File: src/rtl/pdz_pkg.sv
// Shared types, codes and constants for the pulse dialer and zip sender.
// No dependencies; every other file in rtl/ imports this package.
package pdz_pkg;

  localparam int unsigned CFG_W   = 12;
  localparam int unsigned ADDR_W  = 3;
  localparam int unsigned VALUE_W = 8;
  localparam int unsigned KIND_W  = 2;
  localparam int unsigned REP_W   = 4;

  // Item kinds.
  localparam logic [KIND_W-1:0] KIND_TICK = 2'd0;
  localparam logic [KIND_W-1:0] KIND_DIAL = 2'd1;
  localparam logic [KIND_W-1:0] KIND_SEND = 2'd2;
  localparam logic [KIND_W-1:0] KIND_HOOK = 2'd3;

  // Register indexes.
  localparam logic [ADDR_W-1:0] REG_BREAK     = 3'd0;
  localparam logic [ADDR_W-1:0] REG_MAKE      = 3'd1;
  localparam logic [ADDR_W-1:0] REG_INTERDIG  = 3'd2;
  localparam logic [ADDR_W-1:0] REG_ZIP       = 3'd3;
  localparam logic [ADDR_W-1:0] REG_ZIP_GAP   = 3'd4;
  localparam logic [ADDR_W-1:0] REG_GROUP_GAP = 3'd5;

  // Register reset values.
  localparam logic [CFG_W-1:0] BREAK_RST     = 12'd63;
  localparam logic [CFG_W-1:0] MAKE_RST      = 12'd37;
  localparam logic [CFG_W-1:0] INTERDIG_RST  = 12'd500;
  localparam logic [CFG_W-1:0] ZIP_RST       = 12'd200;
  localparam logic [CFG_W-1:0] ZIP_GAP_RST   = 12'd200;
  localparam logic [CFG_W-1:0] GROUP_GAP_RST = 12'd500;

  // Digit groups of a quantity.
  localparam logic [1:0] GRP_HUNDREDS = 2'd0;
  localparam logic [1:0] GRP_TENS     = 2'd1;
  localparam logic [1:0] GRP_UNITS    = 2'd2;

  // A zero digit is sent as ten pulses or zips.
  localparam logic [REP_W-1:0] ZERO_REPEATS = 4'd10;
  localparam logic [VALUE_W-1:0] MAX_DIGIT  = 8'd9;

  typedef enum logic [2:0] {
    ACT_IDLE = 3'b001,
    ACT_DIAL = 3'b010,
    ACT_SEND = 3'b100
  } act_t;

  // First phase is the break when dialing and the tone when sending.
  typedef enum logic [2:0] {
    PH_FIRST  = 3'b001,
    PH_SECOND = 3'b010,
    PH_GAP    = 3'b100
  } phase_t;

  // Effective phase lengths in ticks, already cleaned up.
  typedef struct packed {
    logic [CFG_W-1:0] brk;
    logic [CFG_W-1:0] make;
    logic [CFG_W-1:0] interdig;
    logic [CFG_W-1:0] zip;
    logic [CFG_W-1:0] zip_gap;
    logic [CFG_W-1:0] group_gap;
  } cfg_len_t;

  typedef struct packed {
    logic line_closed;
    logic speaker;
    logic busy_res;
    logic rejected;
    logic finished;
  } result_t;

endpackage

File: src/rtl/pdz_cfg_regs.sv
// Configuration register file for the pulse dialer and zip sender.
// Depends on pdz_pkg; turns stored values into effective phase lengths.
module pdz_cfg_regs import pdz_pkg::*; (
  input  logic              clk,
  input  logic              rst_n,
  input  logic              wr_en,
  input  logic [ADDR_W-1:0] wr_addr,
  input  logic [CFG_W-1:0]  wr_data,
  output cfg_len_t          len
);

  logic [CFG_W-1:0] brk_r, make_r, interdig_r, zip_r, zip_gap_r, group_gap_r;
  logic [CFG_W-1:0] zip_even;

  always_ff @(posedge clk) begin
    if (!rst_n) begin
      brk_r       <= BREAK_RST;
      make_r      <= MAKE_RST;
      interdig_r  <= INTERDIG_RST;
      zip_r       <= ZIP_RST;
      zip_gap_r   <= ZIP_GAP_RST;
      group_gap_r <= GROUP_GAP_RST;
    end else if (wr_en) begin
      case (wr_addr)
        REG_BREAK:     brk_r       <= wr_data;
        REG_MAKE:      make_r      <= wr_data;
        REG_INTERDIG:  interdig_r  <= wr_data;
        REG_ZIP:       zip_r       <= wr_data;
        REG_ZIP_GAP:   zip_gap_r   <= wr_data;
        REG_GROUP_GAP: group_gap_r <= wr_data;
        default: ;
      endcase
    end
  end

  // A zero length acts as one tick; the tone length is forced even and at least two.
  assign zip_even = {zip_r[CFG_W-1:1], 1'b0};

  always_comb begin
    len.brk       = (brk_r       == '0) ? CFG_W'(1) : brk_r;
    len.make      = (make_r      == '0) ? CFG_W'(1) : make_r;
    len.interdig  = (interdig_r  == '0) ? CFG_W'(1) : interdig_r;
    len.zip       = (zip_even    == '0) ? CFG_W'(2) : zip_even;
    len.zip_gap   = (zip_gap_r   == '0) ? CFG_W'(1) : zip_gap_r;
    len.group_gap = (group_gap_r == '0) ? CFG_W'(1) : group_gap_r;
  end

endmodule

File: src/rtl/pdz_seq.sv
// Sequencer state and its next-state logic for the dialer and zip sender.
// Depends on pdz_pkg; the state moves only when the top level steps it.
module pdz_seq import pdz_pkg::*; (
  input  logic               clk,
  input  logic               rst_n,
  input  logic               step,
  input  logic [KIND_W-1:0]  kind,
  input  logic [VALUE_W-1:0] value,
  input  cfg_len_t           len,
  output result_t            res
);

  logic             off_hook_r, off_hook_nxt;
  act_t             act_r, act_nxt;
  phase_t           ph_r, ph_nxt;
  logic [CFG_W-1:0] tick_r, tick_nxt;
  logic [REP_W-1:0] rep_r, rep_nxt;
  logic [1:0]       hun_r, hun_nxt;
  logic [3:0]       ten_r, ten_nxt;
  logic [3:0]       uni_r, uni_nxt;
  logic [1:0]       grp_r, grp_nxt;
  logic             tone_r, tone_nxt;

  logic [CFG_W-1:0] cur_len;
  logic             phase_done;
  logic             busy;
  logic             rej, fin;
  logic [1:0]       q_hun;
  logic [6:0]       q_rem;
  logic [14:0]      q_prod;
  logic [3:0]       q_ten;
  logic [3:0]       q_uni;
  logic [1:0]       grp_inc;
  logic [3:0]       next_digit;
  logic [REP_W-1:0] rep_dec;

  always_ff @(posedge clk) begin
    if (!rst_n) begin
      off_hook_r <= 1'b0;
      act_r      <= ACT_IDLE;
      ph_r       <= PH_FIRST;
      tick_r     <= '0;
      rep_r      <= '0;
      hun_r      <= '0;
      ten_r      <= '0;
      uni_r      <= '0;
      grp_r      <= GRP_HUNDREDS;
      tone_r     <= 1'b0;
    end else if (step) begin
      off_hook_r <= off_hook_nxt;
      act_r      <= act_nxt;
      ph_r       <= ph_nxt;
      tick_r     <= tick_nxt;
      rep_r      <= rep_nxt;
      hun_r      <= hun_nxt;
      ten_r      <= ten_nxt;
      uni_r      <= uni_nxt;
      grp_r      <= grp_nxt;
      tone_r     <= tone_nxt;
    end
  end

  assign busy = (act_r != ACT_IDLE);

  always_comb begin
    case (ph_r)
      PH_FIRST:  cur_len = (act_r == ACT_DIAL) ? len.brk  : len.zip;
      PH_SECOND: cur_len = (act_r == ACT_DIAL) ? len.make : len.zip_gap;
      default:   cur_len = (act_r == ACT_DIAL) ? len.interdig : len.group_gap;
    endcase
  end

  assign phase_done = ({1'b0, tick_r} + 13'd1) >= {1'b0, cur_len};

  // Split a quantity into decimal digits; x*205>>11 is x/10 for x below 100.
  assign q_hun  = (value >= 8'd200) ? 2'd2 : ((value >= 8'd100) ? 2'd1 : 2'd0);
  assign q_rem  = 7'(value - 8'(q_hun) * 8'd100);
  assign q_prod = 15'(q_rem) * 15'd205;
  assign q_ten  = q_prod[14:11];
  assign q_uni  = 4'(q_rem - 7'(q_ten) * 7'd10);

  assign grp_inc    = grp_r + 2'd1;
  assign next_digit = (grp_inc == GRP_TENS) ? ten_r : uni_r;
  assign rep_dec    = rep_r - REP_W'(1);

  always_comb begin
    off_hook_nxt = off_hook_r;
    act_nxt      = act_r;
    ph_nxt       = ph_r;
    tick_nxt     = tick_r;
    rep_nxt      = rep_r;
    hun_nxt      = hun_r;
    ten_nxt      = ten_r;
    uni_nxt      = uni_r;
    grp_nxt      = grp_r;
    tone_nxt     = tone_r;
    rej          = 1'b0;
    fin          = 1'b0;

    if (kind == KIND_TICK) begin
      if (busy) begin
        if (phase_done) begin
          tick_nxt = '0;
          case (ph_r)
            PH_FIRST: begin
              ph_nxt   = PH_SECOND;
              tone_nxt = (act_r == ACT_SEND) ? 1'b0 : tone_r;
            end
            PH_SECOND: begin
              rep_nxt = rep_dec;
              if (rep_dec != '0) begin
                ph_nxt   = PH_FIRST;
                tone_nxt = (act_r == ACT_SEND) ? 1'b1 : tone_r;
              end else if (act_r == ACT_SEND && grp_r < GRP_UNITS) begin
                ph_nxt = PH_GAP;
              end else if (act_r == ACT_SEND) begin
                act_nxt = ACT_IDLE;
                ph_nxt  = PH_FIRST;
                fin     = 1'b1;
              end else begin
                ph_nxt = PH_GAP;
              end
            end
            default: begin
              if (act_r == ACT_DIAL) begin
                act_nxt = ACT_IDLE;
                ph_nxt  = PH_FIRST;
                fin     = 1'b1;
              end else begin
                grp_nxt  = grp_inc;
                rep_nxt  = (next_digit == '0) ? ZERO_REPEATS : next_digit;
                ph_nxt   = PH_FIRST;
                tone_nxt = 1'b1;
              end
            end
          endcase
        end else begin
          tick_nxt = tick_r + CFG_W'(1);
          if (act_r == ACT_SEND && ph_r == PH_FIRST) begin
            tone_nxt = ~tone_r;
          end
        end
      end
    end else if (busy) begin
      rej = 1'b1;
    end else if (kind == KIND_DIAL) begin
      if (value > MAX_DIGIT) begin
        rej = 1'b1;
      end else begin
        act_nxt  = ACT_DIAL;
        rep_nxt  = (value == '0) ? ZERO_REPEATS : value[REP_W-1:0];
        ph_nxt   = PH_FIRST;
        tick_nxt = '0;
      end
    end else if (kind == KIND_SEND) begin
      act_nxt  = ACT_SEND;
      hun_nxt  = q_hun;
      ten_nxt  = q_ten;
      uni_nxt  = q_uni;
      ph_nxt   = PH_FIRST;
      tick_nxt = '0;
      tone_nxt = 1'b1;
      if (value > 8'd99) begin
        grp_nxt = GRP_HUNDREDS;
        rep_nxt = (q_hun == '0) ? ZERO_REPEATS : REP_W'(q_hun);
      end else begin
        grp_nxt = GRP_TENS;
        rep_nxt = (q_ten == '0) ? ZERO_REPEATS : q_ten;
      end
    end else begin
      off_hook_nxt = value[0];
    end
  end

  // The result shows the state after the item has been applied.
  always_comb begin
    res.line_closed = off_hook_nxt && !(act_nxt == ACT_DIAL && ph_nxt == PH_FIRST);
    res.speaker     = (act_nxt == ACT_SEND) && (ph_nxt == PH_FIRST) && tone_nxt;
    res.busy_res    = (act_nxt != ACT_IDLE);
    res.rejected    = rej;
    res.finished    = fin;
  end

endmodule

File: src/rtl/pulse_dialer_and_zip_sender.sv
// Top level of the tick-driven rotary pulse dialer and zip-tone sender.
// Depends on pdz_pkg, pdz_cfg_regs and pdz_seq.
//
//  Channel | Direction | Handshake            | Payload
//  --------+-----------+----------------------+----------------------------------
//  in_     | in        | in_tvalid/in_tready  | tuser: kind, tdata: value
//  out_    | out       | out_tvalid/out_tready| tdata: five result flags
//  cfg_    | in        | cfg_valid/cfg_ready  | cfg_addr: register, cfg_data
//
// Every accepted item yields exactly one result item, which the output
// register captures as the item moves on. The block takes one item per
// cycle; an item moves on when the output register is empty or being drained.
// Reset (rst_n low at a clock edge) puts the line on hook, the sequencer
// idle and the registers at their defaults. A stalled output holds its
// result and the input register, then in_tready, back-pressures upstream.
module pulse_dialer_and_zip_sender import pdz_pkg::*; (
  input  logic               clk,
  input  logic               rst_n,
  input  logic               in_tvalid,
  output logic               in_tready,
  input  logic [VALUE_W-1:0] in_tdata,   // [7:0] value
  input  logic [KIND_W-1:0]  in_tuser,   // [1:0] kind
  output logic               out_tvalid,
  input  logic               out_tready,
  // [0] line_closed, [1] speaker, [2] busy_res, [3] rejected, [4] finished,
  // [7:5] zero
  output logic [7:0]         out_tdata,
  input  logic               cfg_valid,
  output logic               cfg_ready,
  input  logic [ADDR_W-1:0]  cfg_addr,
  input  logic [CFG_W-1:0]   cfg_data
);

  logic               in_vld_r;
  logic [KIND_W-1:0]  kind_r;
  logic [VALUE_W-1:0] value_r;
  logic               out_vld_r;
  result_t            res_r;
  result_t            res;
  cfg_len_t           len;
  logic               move;

  // The held item is processed when the result register can take its result.
  assign move      = in_vld_r && (!out_vld_r || out_tready);
  assign in_tready = !in_vld_r || move;
  assign cfg_ready = 1'b1;

  always_ff @(posedge clk) begin
    if (!rst_n) begin
      in_vld_r <= 1'b0;
    end else if (in_tready) begin
      in_vld_r <= in_tvalid;
    end
  end

  always_ff @(posedge clk) begin
    if (in_tready && in_tvalid) begin
      kind_r  <= in_tuser;
      value_r <= in_tdata;
    end
  end

  always_ff @(posedge clk) begin
    if (!rst_n) begin
      out_vld_r <= 1'b0;
    end else if (move) begin
      out_vld_r <= 1'b1;
    end else if (out_tready) begin
      out_vld_r <= 1'b0;
    end
  end

  always_ff @(posedge clk) begin
    if (move) begin
      res_r <= res;
    end
  end

  pdz_cfg_regs u_cfg (
    .clk     (clk),
    .rst_n   (rst_n),
    .wr_en   (cfg_valid && cfg_ready),
    .wr_addr (cfg_addr),
    .wr_data (cfg_data),
    .len     (len)
  );

  pdz_seq u_seq (
    .clk   (clk),
    .rst_n (rst_n),
    .step  (move),
    .kind  (kind_r),
    .value (value_r),
    .len   (len),
    .res   (res)
  );

  assign out_tvalid = out_vld_r;
  assign out_tdata  = {3'b000, res_r.finished, res_r.rejected, res_r.busy_res,
                       res_r.speaker, res_r.line_closed};

endmodule
File: config.mk
export PLATFORM = sky130hd
export DESIGN_NAME = pulse_dialer_and_zip_sender
export DESIGN_NICKNAME = d
export VERILOG_FILES = /design/src/rtl/pdz_pkg.sv /design/src/rtl/pdz_cfg_regs.sv /design/src/rtl/pdz_seq.sv /design/src/rtl/pulse_dialer_and_zip_sender.sv
export SDC_FILE = /design/constraint.sdc
export NUM_CORES = 1
export LEC_CHECK = 0
export ABC_AREA = 0
export BUFFER_PORTS_ARGS = -buffer_cell sky130_fd_sc_hd__buf_4
export CAP_MARGIN = 30
export CORE_ASPECT_RATIO = 1.5
export CORE_MARGIN = 2
export CORE_UTILIZATION = 40
export CTS_CLUSTER_SIZE = 24
export DETAILED_ROUTE_END_ITERATION = 12
export PLACE_DENSITY = 0.54
export SLEW_MARGIN = 20
export SYNTH_ARGS = -nofsm -noshare
export SYNTH_HDL_FRONTEND = slang
export SYNTH_SLANG_ARGS = --single-unit
File: constraint.sdc
create_clock -name clk -period 7.9 [get_ports clk]
set_clock_uncertainty 0.15 [all_clocks]
set_input_delay 1.185 -clock clk [delete_from_list [all_inputs] [get_ports clk]]
set_output_delay 1.185 -clock clk [all_outputs]
set_load 0.03 [all_outputs]
==> results of run 1 <==
[kinds of logic after synthesis]
kind of cell             synth area share (%)
XOR/XNOR                                2.825
flip-flops                              34.85
adder cells (fa/ha/maj)                 11.77
other                                  0.1009
multiplexers                            1.362
buffers and inverters                   5.315
AND/OR/NAND/NOR                         26.69
AO/OA/AOI/OAI                           17.09
[final cells by class]
type                       count  area [um^2]  area share [%]
sequential                   122         2592           30.51
clock inverter                13        161.4           1.900
timing repair buffer          44        330.3           3.888
inverter                      48        180.2           2.120
tap                          252        315.3           3.711
clock buffer                  19        452.9           5.331
multi-input combinational    745         4464           52.54
[how the worst max path moves through the flow]
stage	startpoint	cells past startpoint	to
finish	value_r[4]	30	u_seq.uni_r[3]
CTS	value_r[4]	30	u_seq.uni_r[3]
global route	value_r[4]	30	u_seq.uni_r[3]
floorplan	value_r[4]	29	u_seq.uni_r[3]
detailed placement	value_r[4]	30	u_seq.uni_r[3]
global placement	value_r[4]	30	u_seq.uni_r[3]
[Yosys cell counts (5+ instances only)]
cell / instances / area (um^2)
sky130_fd_sc_hd__nand2_1: 239 / 897.1
sky130_fd_sc_hd__a21oi_1: 111 / 555.5
sky130_fd_sc_hd__dfxtp_1: 107 / 2142
sky130_fd_sc_hd__ha_1: 54 / 675.7
sky130_fd_sc_hd__nor2_1: 50 / 187.7
sky130_fd_sc_hd__inv_1: 46 / 172.7
sky130_fd_sc_hd__clkbuf_1: 43 / 161.4
sky130_fd_sc_hd__nand3_1: 43 / 215.2
sky130_fd_sc_hd__o21ai_0: 26 / 130.1
sky130_fd_sc_hd__nor3_1: 23 / 115.1
sky130_fd_sc_hd__nor4_1: 17 / 106.4
sky130_fd_sc_hd__a31oi_1: 15 / 93.84
sky130_fd_sc_hd__edfxtp_1: 15 / 450.4
sky130_fd_sc_hd__xor2_1: 13 / 113.9
sky130_fd_sc_hd__xnor2_1: 11 / 96.34
sky130_fd_sc_hd__fa_1: 10 / 200.2
sky130_fd_sc_hd__mux2i_1: 9 / 90.09
sky130_fd_sc_hd__nand2b_1: 9 / 56.30
sky130_fd_sc_hd__a211oi_1: 8 / 60.06
sky130_fd_sc_hd__a22oi_1: 8 / 60.06
sky130_fd_sc_hd__nor2b_1: 8 / 50.05
sky130_fd_sc_hd__nand4_1: 7 / 43.79
sky130_fd_sc_hd__nand3b_1: 6 / 45.04
sky130_fd_sc_hd__buf_4: 5 / 37.54
sky130_fd_sc_hd__or3_1: 5 / 31.28
[registers in the layout, summed over array words and instances, names as in the netlist]
register / count
u_seq.tick_r: 12
u_seq.ten_r: 4
in_vld_r: 1
u_seq.rep_r: 4
u_cfg.zip_gap_r: 12
out_tdata: 5
u_seq.ph_r: 3
u_seq.act_r: 3
u_seq.tone_r: 1
u_cfg.zip_r: 11
kind_r: 2
value_r: 8
u_seq.off_hook_r: 1
u_cfg.interdig_r: 12
u_seq.grp_r: 2
out_tvalid: 1
u_seq.uni_r: 4
u_cfg.brk_r: 12
u_cfg.group_gap_r: 12
u_cfg.make_r: 12
[where the power goes]
part	leakage, nW	total [mW]	switching [mW]	internal [mW]
combinational	2.17	0.667	0.402	0.265
sequential	1.01	0.671	0.0221	0.649
clock	0.305	0.823	0.308	0.515
[per-stage QoR]
step	hold WS, ns	setup slack (ns)	utilization [%]	std cells	total power, mW
floorplan	0.2858	1.413	-	967	1.178
global placement	0.2949	1.086	42.81	1210	1.346
detailed placement	0.2979	0.9767	42.81	1210	1.352
CTS	0.3060	0.9539	46.15	1242	2.176
global route	0.3307	0.4585	46.19	1243	2.304
finish	0.3039	0.9873	46.19	1243	2.161
[metal layers]
| metal | up-vias | global-route usage (%) | share of wire, % |
|---|---|---|---|
| li1 | 3369 | - | - |
| met1 | 3253 | 25.95 | 39 |
| met2 | 155 | 44.42 | 53 |
| met3 | 62 | 3.684 | 2.8 |
| met4 | 0 | 14.46 | 5.9 |
| met5 | - | 0 | 0 |
[worst max-delay path: cells and delay by family (launching register included)]
kind	cells	cell delay, ns
AOI/OAI and AO/OA	6	0.93
buffers and inverters	7	0.59
DFF	1	0.50
adders and majority gates	9	2.89
xor gates and xnor gates	4	1.07
and+or+nand+nor	4	0.71
==> metrics.log, run 1 <==
INFO  metric antenna_cells = 0
INFO  metric hold_crit_depth = 2
INFO  metric r2r_depth = 30
INFO  metric data_required_time_of_the_worst_path = 8.10 ns
INFO  metric grt_max_degree = 43
INFO  metric synth_top_flop_cell = sky130_fd_sc_hd__dfxtp_1
INFO  metric dpl_cell_area = 0.007875 mm^2
INFO  metric report.final.slew_viol_count = 0
INFO  metric post-dp-hpwl = 17,140 um
INFO  metric worstPathMaxFanout = 7
INFO  metric drt-wirelength-per-cell = 18.61 um
INFO  metric proportion_of_synthesized_flip_flops_having_asynchronous_set_or_reset = 0%
INFO  metric postCtsHoldBufs = 0
INFO  metric finish.net_count = 1,072
INFO  metric grt_first_pass_wirelength = 36,330 um
INFO  metric worst_pin_slew = 0.9250 ns
INFO  metric synth-seq-area-share = 34.85%
INFO  metric edff_count_synth = 15
INFO  metric grt_setup_unrepaired = no
INFO  metric maxCapViolations = 0
INFO  metric initial_core_util = 40.45%
INFO  metric drt_iter0_markers = 505
INFO  metric hold_path.startpoint = u_cfg.zip_gap_r[0]
INFO  metric worst_path_largest_cell_delay = 0.50 ns
INFO  metric worst_hold_path.endpoint = u_cfg.zip_gap_r[0]
INFO  metric commonest_non_fill_non_tap_cell_in_the_layout = sky130_fd_sc_hd__nand2_1
INFO  metric outcome = finished, final reports clean
INFO  metric post-route-min-period = 6.913 ns
INFO  metric dr.pass1.iters = 5
INFO  metric final_cell_area = 0.008497 mm^2
INFO  metric synth.ff_latch_count = 122
INFO  metric ff2ff_setup_slack = 0.99 ns
INFO  metric power.density_cell_area = 254.3 mW/mm^2
INFO  metric tritoncts.num_buffers = 17
INFO  metric period_share = 87.50%
INFO  metric synthesis.area_per_instance = 7.709 um^2
INFO  metric ctsLongestPathBuffers = 2
INFO  metric netlist-cell-type-count = 68
INFO  metric worst_vdd_ir = 0.0001493 V
INFO  metric postRouteAntennaNets = 0
INFO  metric cts_htree_levels = 4
INFO  metric path_common_cell = sky130_fd_sc_hd__inv_1
INFO  metric floorplan.die.height = 171.0 um
INFO  metric pin_count = 41
INFO  metric filler_cell_count = 1,866
INFO  metric timing.final.hold_violations = 0
INFO  metric finalWirelength = 23,130 um
INFO  metric die_area = 0.01973 mm^2
INFO  metric sum_of_overflow_across_all_layers_after_global_routing = 0
INFO  metric setup_viol_count_final = 0
INFO  metric replace_congestion = 0.9020
INFO  metric remaining_drc_errors = 0
INFO  metric cts_tree = built
INFO  metric max_slew_margin = 38.20%
INFO  metric timing_worst_setup_path_type = flip-flop to flip-flop
INFO  metric number_of_gates_resized_after_cts = 0
INFO  metric grtUsageTotal = 24.34%
INFO  metric clkLatencyLatePin = 0.42 ns
INFO  metric static-leakage-power = 3.492 nW
INFO  metric crit_slowest_cell = sky130_fd_sc_hd__edfxtp_1
INFO  metric syn_to_final_growth = 14.21%
INFO  metric route.detailed.vias_per_inst = 5.502
INFO  metric setup_tns = 0 ns
INFO  metric worstReg2RegStart = value_r[4]
INFO  metric timing.critical_path.to_type = flip-flop
INFO  metric min-delay-path-class = flip-flop to flip-flop
INFO  metric root_buffer = sky130_fd_sc_hd__clkbuf_16
INFO  metric synth.cell_area = 0.007440 mm^2
INFO  metric synth_cells = 965
INFO  metric post_cts_buffers = 0
INFO  metric core_region_area = 0.01839 mm^2
INFO  metric rows = 61
INFO  metric clock_sink_count = 122
INFO  metric dr_total_vias = 6,839
INFO  metric layout-drive-gt1-share = 9.687%
INFO  metric buffer_ports.inserted = 36
INFO  metric f_max = 144.7 MHz
INFO  metric clk_pin_slew = 0.06 ns
INFO  metric antenna_found_initial = 0
INFO  metric floorplan.die.width = 115.4 um
INFO  metric critPathLaunchType = flip-flop
INFO  metric vias_in_the_first_global_route = 6,691
INFO  metric yosysWarnings = 0
INFO  metric cp_data_arrival_time = 7.11 ns
INFO  metric critical_path.reg2reg.endpoint = u_seq.uni_r[3]
INFO  metric most-common-layout-cells = sky130_fd_sc_hd__nand2_1, sky130_fd_sc_hd__a21oi_1, sky130_fd_sc_hd__dfxtp_1
No activity file was read; power rests on OpenSTA's default activity.
==> run 2: changes to the inputs <==
--- a/config.mk
+++ b/config.mk
@@ -8,12 +8,14 @@
 export ABC_AREA = 0
 export BUFFER_PORTS_ARGS = -buffer_cell sky130_fd_sc_hd__buf_4
 export CAP_MARGIN = 30
+export CELL_PAD_IN_SITES_DETAIL_PLACEMENT = 0
+export CELL_PAD_IN_SITES_GLOBAL_PLACEMENT = 1
 export CORE_ASPECT_RATIO = 1.5
 export CORE_MARGIN = 2
 export CORE_UTILIZATION = 40
 export CTS_CLUSTER_SIZE = 24
 export DETAILED_ROUTE_END_ITERATION = 12
-export PLACE_DENSITY = 0.54
+export PLACE_DENSITY = 0.69
 export SLEW_MARGIN = 20
 export SYNTH_ARGS = -nofsm -noshare
 export SYNTH_HDL_FRONTEND = slang
==> metrics.log, run 2 (synthesis gave the netlist of run 1 again) <==
INFO  metric max_slew_margin = 37.24% (-0.96 points)
INFO  metric ff2ff_setup_slack = 0.88 ns (-0.11 ns)
INFO  metric static-leakage-power = 3.507 nW (+0.42%)
INFO  metric timing_worst_setup_path_type = flip-flop to flip-flop
INFO  metric report.final.slew_viol_count = 0 (unchanged)
INFO  metric finalWirelength = 23,220 um (+0.40%)
INFO  metric timing.final.hold_violations = 0 (unchanged)
INFO  metric clkLatencyLatePin = 0.43 ns (about the same)
INFO  metric setup_tns = 0 ns (unchanged)
INFO  metric post-route-min-period = 7.023 ns (+0.1100 ns)
INFO  metric layout-drive-gt1-share = 9.778% (+0.091 points)
INFO  metric drt-wirelength-per-cell = 18.67 um (+0.32%)
INFO  metric rows = 61 (unchanged)
INFO  metric antenna_cells = 0 (unchanged)
INFO  metric instances_no_fill = 1,244 (+0.080%)
INFO  metric finalCoreUtilization = 46.39% (+0.20 points)
INFO  metric replace_congestion = 0.8495 (-5.8%)
INFO  metric initial_core_util = 40.45% (unchanged)
INFO  metric worst_vdd_ir = 0.0001255 V (-16%)
INFO  metric outcome = finished, final reports clean
INFO  metric postCtsHoldBufs = 0 (unchanged)
INFO  metric antenna_found_initial = 0 (unchanged)
INFO  metric vias_in_the_first_global_route = 6,800 (+1.6%)
INFO  metric floorplan.die.width = 115.4 um (unchanged)
INFO  metric grtUsageTotal = 24.73% (+0.39 points)
INFO  metric drt_iter0_markers = 318 (-37%)
INFO  metric data_required_time_of_the_worst_path = 8.03 ns (-0.07 ns)
INFO  metric number_of_gates_resized_after_cts = 0 (unchanged)
INFO  metric root_buffer = sky130_fd_sc_hd__clkbuf_16
INFO  metric post_cts_buffers = 0 (unchanged)
INFO  metric maxCapViolations = 0 (unchanged)
INFO  metric worst_pin_slew = 0.9334 ns (+0.008439 ns)
INFO  metric worst_path_largest_cell_delay = 0.51 ns (about the same)
INFO  metric cp_data_arrival_time = 7.15 ns (+0.04 ns)
INFO  metric commonest_non_fill_non_tap_cell_in_the_layout = sky130_fd_sc_hd__nand2_1
INFO  metric sum_of_overflow_across_all_layers_after_global_routing = 0 (unchanged)
INFO  metric core_region_area = 0.01839 mm^2 (unchanged)
INFO  metric syn_to_final_growth = 14.70%
INFO  metric setup_viol_count_final = 0 (unchanged)
INFO  metric min-delay-path-class = flip-flop to flip-flop
INFO  metric cts_htree_levels = 4 (unchanged)
INFO  metric grt_max_degree = 55 (+28%)
INFO  metric route.detailed.vias_per_inst = 5.417 (-1.5%)
INFO  metric finish.net_count = 1,073 (+0.093%)
INFO  metric post-place-cells = 1,212 (+0.17%)
INFO  metric ctsLongestPathBuffers = 2 (unchanged)
INFO  metric most-common-layout-cells = sky130_fd_sc_hd__nand2_1, sky130_fd_sc_hd__a21oi_1, sky130_fd_sc_hd__dfxtp_1
INFO  metric dpl_cell_area = 0.007890 mm^2 (+0.19%)
INFO  metric path_common_cell = sky130_fd_sc_hd__inv_1
INFO  metric crit_slowest_cell = sky130_fd_sc_hd__fa_1
INFO  metric postRouteAntennaNets = 0 (unchanged)
INFO  metric worstPathMaxFanout = 7 (unchanged)
INFO  metric grt_first_pass_wirelength = 36,980 um (+1.8%)
INFO  metric tritoncts.num_buffers = 17 (unchanged)
INFO  metric cts_tree = built
INFO  metric buffer_ports.inserted = 36 (unchanged)
INFO  metric critPathLaunchType = flip-flop
INFO  metric power.density_cell_area = 256.7 mW/mm^2 (+0.94%)
INFO  metric floorplan.die.height = 171.0 um (unchanged)
INFO  metric f_max = 142.4 MHz (-1.6%)
INFO  metric pin_count = 41 (unchanged)
INFO  metric final_cell_area = 0.008533 mm^2 (+0.43%)
INFO  metric grt_setup_unrepaired = no
INFO  metric timing.critical_path.to_type = flip-flop
INFO  metric clk_pin_slew = 0.06 ns (about the same)
INFO  metric period_share = 88.90% (+1.4 points)
INFO  metric dr.pass1.iters = 5 (unchanged)
INFO  metric clock_sink_count = 122 (unchanged)
INFO  metric die_area = 0.01973 mm^2 (unchanged)
INFO  metric remaining_drc_errors = 0 (unchanged)
INFO  metric post-layout-total-power = 2.190 mW (+1.4%)
INFO  metric dr_total_vias = 6,739 (-1.5%)
INFO  metric post-dp-hpwl = 17,340 um (+1.2%)
-- run 2: cell count changes in the layout (fill, tap and decap cells not counted), sizes merged --
cell | before | now
bufinv | 3 | 4
clkinv | 5 | 9
clkbuf | 19 | 18
buf | 44 | 45
inv | 52 | 48
-- run 2: where the power goes --
part | internal, mW | switching (mW) | leakage [nW] | total, mW
Combinational | 0.264 | 0.397 | 2.18 | 0.662
Sequential | 0.649 | 0.0225 | 1.01 | 0.672
Clock | 0.548 | 0.310 | 0.316 | 0.857
Total | 1.46 | 0.729 | 3.51 | 2.19
-- run 2: routing by layer --
layer,global-route usage (%),part of all wire (%),wire length (um)
met4,10.95,3.6,826
met2,46.89,55,12730
met1,26.61,39,9033
met3,3.436,2.7,636
met5,0,0,0
-- run 2: critical path, delay by kind of cell (launching register included) --
kind                       cells  cell delay (ns)
and+or+nand+nor                4             0.72
adders and majority gates      9             3.09
AOI/OAI and AO/OA              6             0.93
xor gates and xnor gates       4             0.94
DFF                            1             0.49
buffers and inverters          7             0.56
-- run 2: through the flow --
| step | hold WS, ns | setup slack (ns) |
|---|---|---|
| global placement | 0.2968 | 1.014 |
| CTS | 0.3083 | 0.8763 |
| finish | 0.3057 | 0.8772 |
| floorplan | 0.2858 | 1.413 |
| global route | 0.3320 | 0.3057 |
| detailed placement | 0.3002 | 0.9162 |
-- run 2: cell type report --
class                           instances  area [um^2]
Fill cell                            1896         9861
Multi-Input combinational cell        745         4464
Sequential cell                       122         2592
Clock buffer                           18        450.4
Timing Repair Buffer                   45        337.8
Tap cell                              252        315.3
Clock inverter                         14        192.7
Inverter                               48        180.2
-- run 2: path summary, 6_finish.rpt --
path,startpoint,end,cells after the start
setup / recovery,value_r[4],u_seq.uni_r[3],30
hold / removal,u_cfg.zip_gap_r[0],u_cfg.zip_gap_r[0],2
setup reg to reg,value_r[4],u_seq.uni_r[3],30
hold reg to reg,u_cfg.zip_gap_r[0],u_cfg.zip_gap_r[0],2
==> run 3: changes to the inputs <==
--- a/config.mk
+++ b/config.mk
@@ -12,10 +12,11 @@
 export CELL_PAD_IN_SITES_GLOBAL_PLACEMENT = 1
 export CORE_ASPECT_RATIO = 1.5
 export CORE_MARGIN = 2
-export CORE_UTILIZATION = 40
+export CORE_UTILIZATION = 46
 export CTS_CLUSTER_SIZE = 24
 export DETAILED_ROUTE_END_ITERATION = 12
-export PLACE_DENSITY = 0.69
+export PLACE_DENSITY = 0.78
+export REMOVE_ABC_BUFFERS = 1
 export SLEW_MARGIN = 20
 export SYNTH_ARGS = -nofsm -noshare
 export SYNTH_HDL_FRONTEND = slang
==> metrics.log, run 3 (synthesis gave the netlist of run 1 again) <==
INFO  metric outcome = finished, final reports clean
INFO  metric worstPathMaxFanout = 7 (unchanged)
INFO  metric worst_vdd_ir = 0.0001537 V (+22%)
INFO  metric clock_sink_count = 122 (unchanged)
INFO  metric postCtsHoldBufs = 0 (unchanged)
INFO  metric power.density_cell_area = 248.1 mW/mm^2 (-3.4%)
INFO  metric tritoncts.num_buffers = 17 (unchanged)
INFO  metric clock_power_share = 36.0% (-3.1 points)
INFO  metric floorplan.die.height = 159.8 um (-6.6%)
INFO  metric grtUsageTotal = 26.63% (+1.9 points)
INFO  metric setup_tns = 0 ns (unchanged)
INFO  metric grt_max_degree = 64 (+16%)
INFO  metric f_max = 142.3 MHz (about the same)
INFO  metric filler_cell_count = 1,575 (-17%)
INFO  metric ctsLongestPathBuffers = 2 (unchanged)
INFO  metric data_required_time_of_the_worst_path = 8.02 ns (about the same)
INFO  metric initial_core_util = 47.19% (+6.7 points)
INFO  metric dpl_worst_slack = 0.9167 ns (+0.0005500 ns)
INFO  metric root_buffer = sky130_fd_sc_hd__clkbuf_16
INFO  metric worstPathBufferInverterCount = 7 (unchanged)
INFO  metric drt-wirelength-per-cell = 18.33 um (-1.8%)
INFO  metric setup_viol_count_final = 0 (unchanged)
INFO  metric p_sw = 0.7114 mW (-2.5%)
INFO  metric dr.pass1.iters = 5 (unchanged)
INFO  metric multi_input_area = 0.004464 mm^2 (unchanged)
INFO  metric post-place-cells = 1,161 (-4.2%)
INFO  metric dr_total_vias = 6,716 (-0.34%)
INFO  metric post-dp-hpwl = 16,200 um (-6.6%)
INFO  metric number_of_gates_resized_after_cts = 0 (unchanged)
INFO  metric instances_no_fill = 1,195 (-3.9%)
INFO  metric buffer_ports.inserted = 36 (unchanged)
INFO  metric critPathLaunchType = flip-flop
INFO  metric timing.critical_path.to_type = flip-flop
INFO  metric drt_iter0_markers = 314 (-1.3%)
INFO  metric power_switching_share = 34.11% (+0.81 points)
INFO  metric commonest_non_fill_non_tap_cell_in_the_layout = sky130_fd_sc_hd__nand2_1
INFO  metric crit_slowest_cell = sky130_fd_sc_hd__edfxtp_1
INFO  metric cts_htree_levels = 4 (unchanged)
INFO  metric antenna_cells = 0 (unchanged)
INFO  metric timing_worst_setup_path_type = flip-flop to flip-flop
INFO  metric report.final.slew_viol_count = 0 (unchanged)
INFO  metric finish.net_count = 1,073 (unchanged)
INFO  metric power.combinational.fraction = 31.8% (+1.6 points)
INFO  metric post_cts_buffers = 0 (unchanged)
INFO  metric rows = 56 (-8.2%)
INFO  metric worst_pin_slew = 0.8971 ns (-0.03633 ns)
INFO  metric pin_count = 41 (unchanged)
INFO  metric clkLatencyLatePin = 0.42 ns (about the same)
INFO  metric power_frac_seq = 32.2% (+1.5 points)
INFO  metric remaining_drc_errors = 0 (unchanged)
INFO  metric post-route-min-period = 7.028 ns (+0.005551 ns)
INFO  metric route.detailed.vias_per_inst = 5.620 (+3.7%)
INFO  metric antenna_found_initial = 0 (unchanged)
INFO  metric clk_pin_slew = 0.06 ns (about the same)
INFO  metric timing.final.ws_setup = 0.8717 ns (-0.005551 ns)
INFO  metric static-leakage-power = 3.469 nW (-1.1%)
INFO  metric seqCellArea = 0.002592 mm^2 (unchanged)
INFO  metric finalWirelength = 21,910 um (-5.7%)
INFO  metric postRouteAntennaNets = 0 (unchanged)
INFO  metric hold_ws = 0.3089 ns (+0.003186 ns)
INFO  metric period_share = 88.97% (about the same)
INFO  metric timing.final.hold_violations = 0 (unchanged)
INFO  metric die_area = 0.01723 mm^2 (-13%)
INFO  metric layout-drive-gt1-share = 9.778% (unchanged)
INFO  metric floorplan.die.width = 107.8 um (-6.5%)
INFO  metric grt_setup_unrepaired = no
INFO  metric cts_tree = built
INFO  metric cp_data_arrival_time = 7.15 ns (about the same)
INFO  metric maxCapViolations = 0 (unchanged)
INFO  metric path_common_cell = sky130_fd_sc_hd__inv_1
INFO  metric timing.critical_path.max_delay_family = adder cells
INFO  metric most-common-layout-cells = sky130_fd_sc_hd__nand2_1, sky130_fd_sc_hd__a21oi_1, sky130_fd_sc_hd__dfxtp_1
INFO  metric min-delay-path-class = flip-flop to flip-flop
INFO  metric worst_path_largest_cell_delay = 0.51 ns (about the same)
INFO  metric grt_first_pass_wirelength = 35,360 um (-4.4%)
INFO  metric max_slew_margin = 39.97% (+2.7 points)
INFO  metric core_region_area = 0.01577 mm^2 (-14%)
INFO  metric syn_to_final_growth = 12.98%
INFO  metric replace_congestion = 0.8275 (-2.6%)
INFO  metric vias_in_the_first_global_route = 6,727 (-1.1%)
INFO  metric cell_internal_pwr = 1.374 mW (-6.0%)
INFO  metric sum_of_overflow_across_all_layers_after_global_routing = 0 (unchanged)
## run 3: worst paths after layout
| check | from | endpoint | slack [ns] | depth (start not counted) |
|---|---|---|---|---|
| min | u_cfg.zip_r[1] | u_cfg.zip_r[1] | 0.31 | 2 |
| min reg2reg | u_cfg.zip_r[1] | u_cfg.zip_r[1] | 0.31 | 2 |
| max reg2reg | value_r[4] | u_seq.uni_r[3] | 0.87 | 30 |
| max | value_r[4] | u_seq.uni_r[3] | 0.87 | 30 |
## run 3: worst register-to-register path: cells and delay by family (launching register included)
family | cells | cell delay [ns]
buf+inv | 7 | 0.57
simple gates | 4 | 0.72
fa+ha+maj | 9 | 3.11
flops | 1 | 0.51
xor+xnor | 4 | 0.91
compound gates | 6 | 0.89
## run 3: through the flow
| stage | utilization, % | total power, mW | cell area [um^2] |
|---|---|---|---|
| 2_1_floorplan | - | 1.171 | 7232 |
| 3_3_place_gp | 49.56 | 1.342 | 7814 |
| 3_5_place_dp | 49.56 | 1.353 | 7814 |
| 4_1_cts | 53.22 | 2.102 | 8391 |
| 5_1_grt | 53.32 | 2.228 | 8406 |
| 6_report | 53.32 | 2.085 | 8406 |
## run 3: metal layers
metal | routed length, um | vias up | track usage [%]
met1 | 8664 | 3149 | 28.59
met5 | 0 | - | 0
met2 | 11490 | 139 | 48.77
met3 | 597 | 52 | 4.367
met4 | 1153 | 0 | 14.04
li1 | - | 3376 | -
## run 3: final cells by class
type	instances	area share [%]
Clock inverter	11	1.012
Inverter	48	2.143
Tap cell	203	3.022
Timing Repair Buffer	45	4.019
Multi-Input combinational cell	745	53.11
Clock buffer	21	5.850
Sequential cell	122	30.84
## run 3: power by group through the flow
stage                     sequential, mW  clock, mW  combinational [mW]
final                              0.672      0.750               0.663
after floorplan                    0.681          0               0.490
after global placement             0.685          0               0.657
after global routing               0.675      0.784               0.769
after CTS                          0.672      0.760               0.670
after detailed placement           0.685          0               0.668
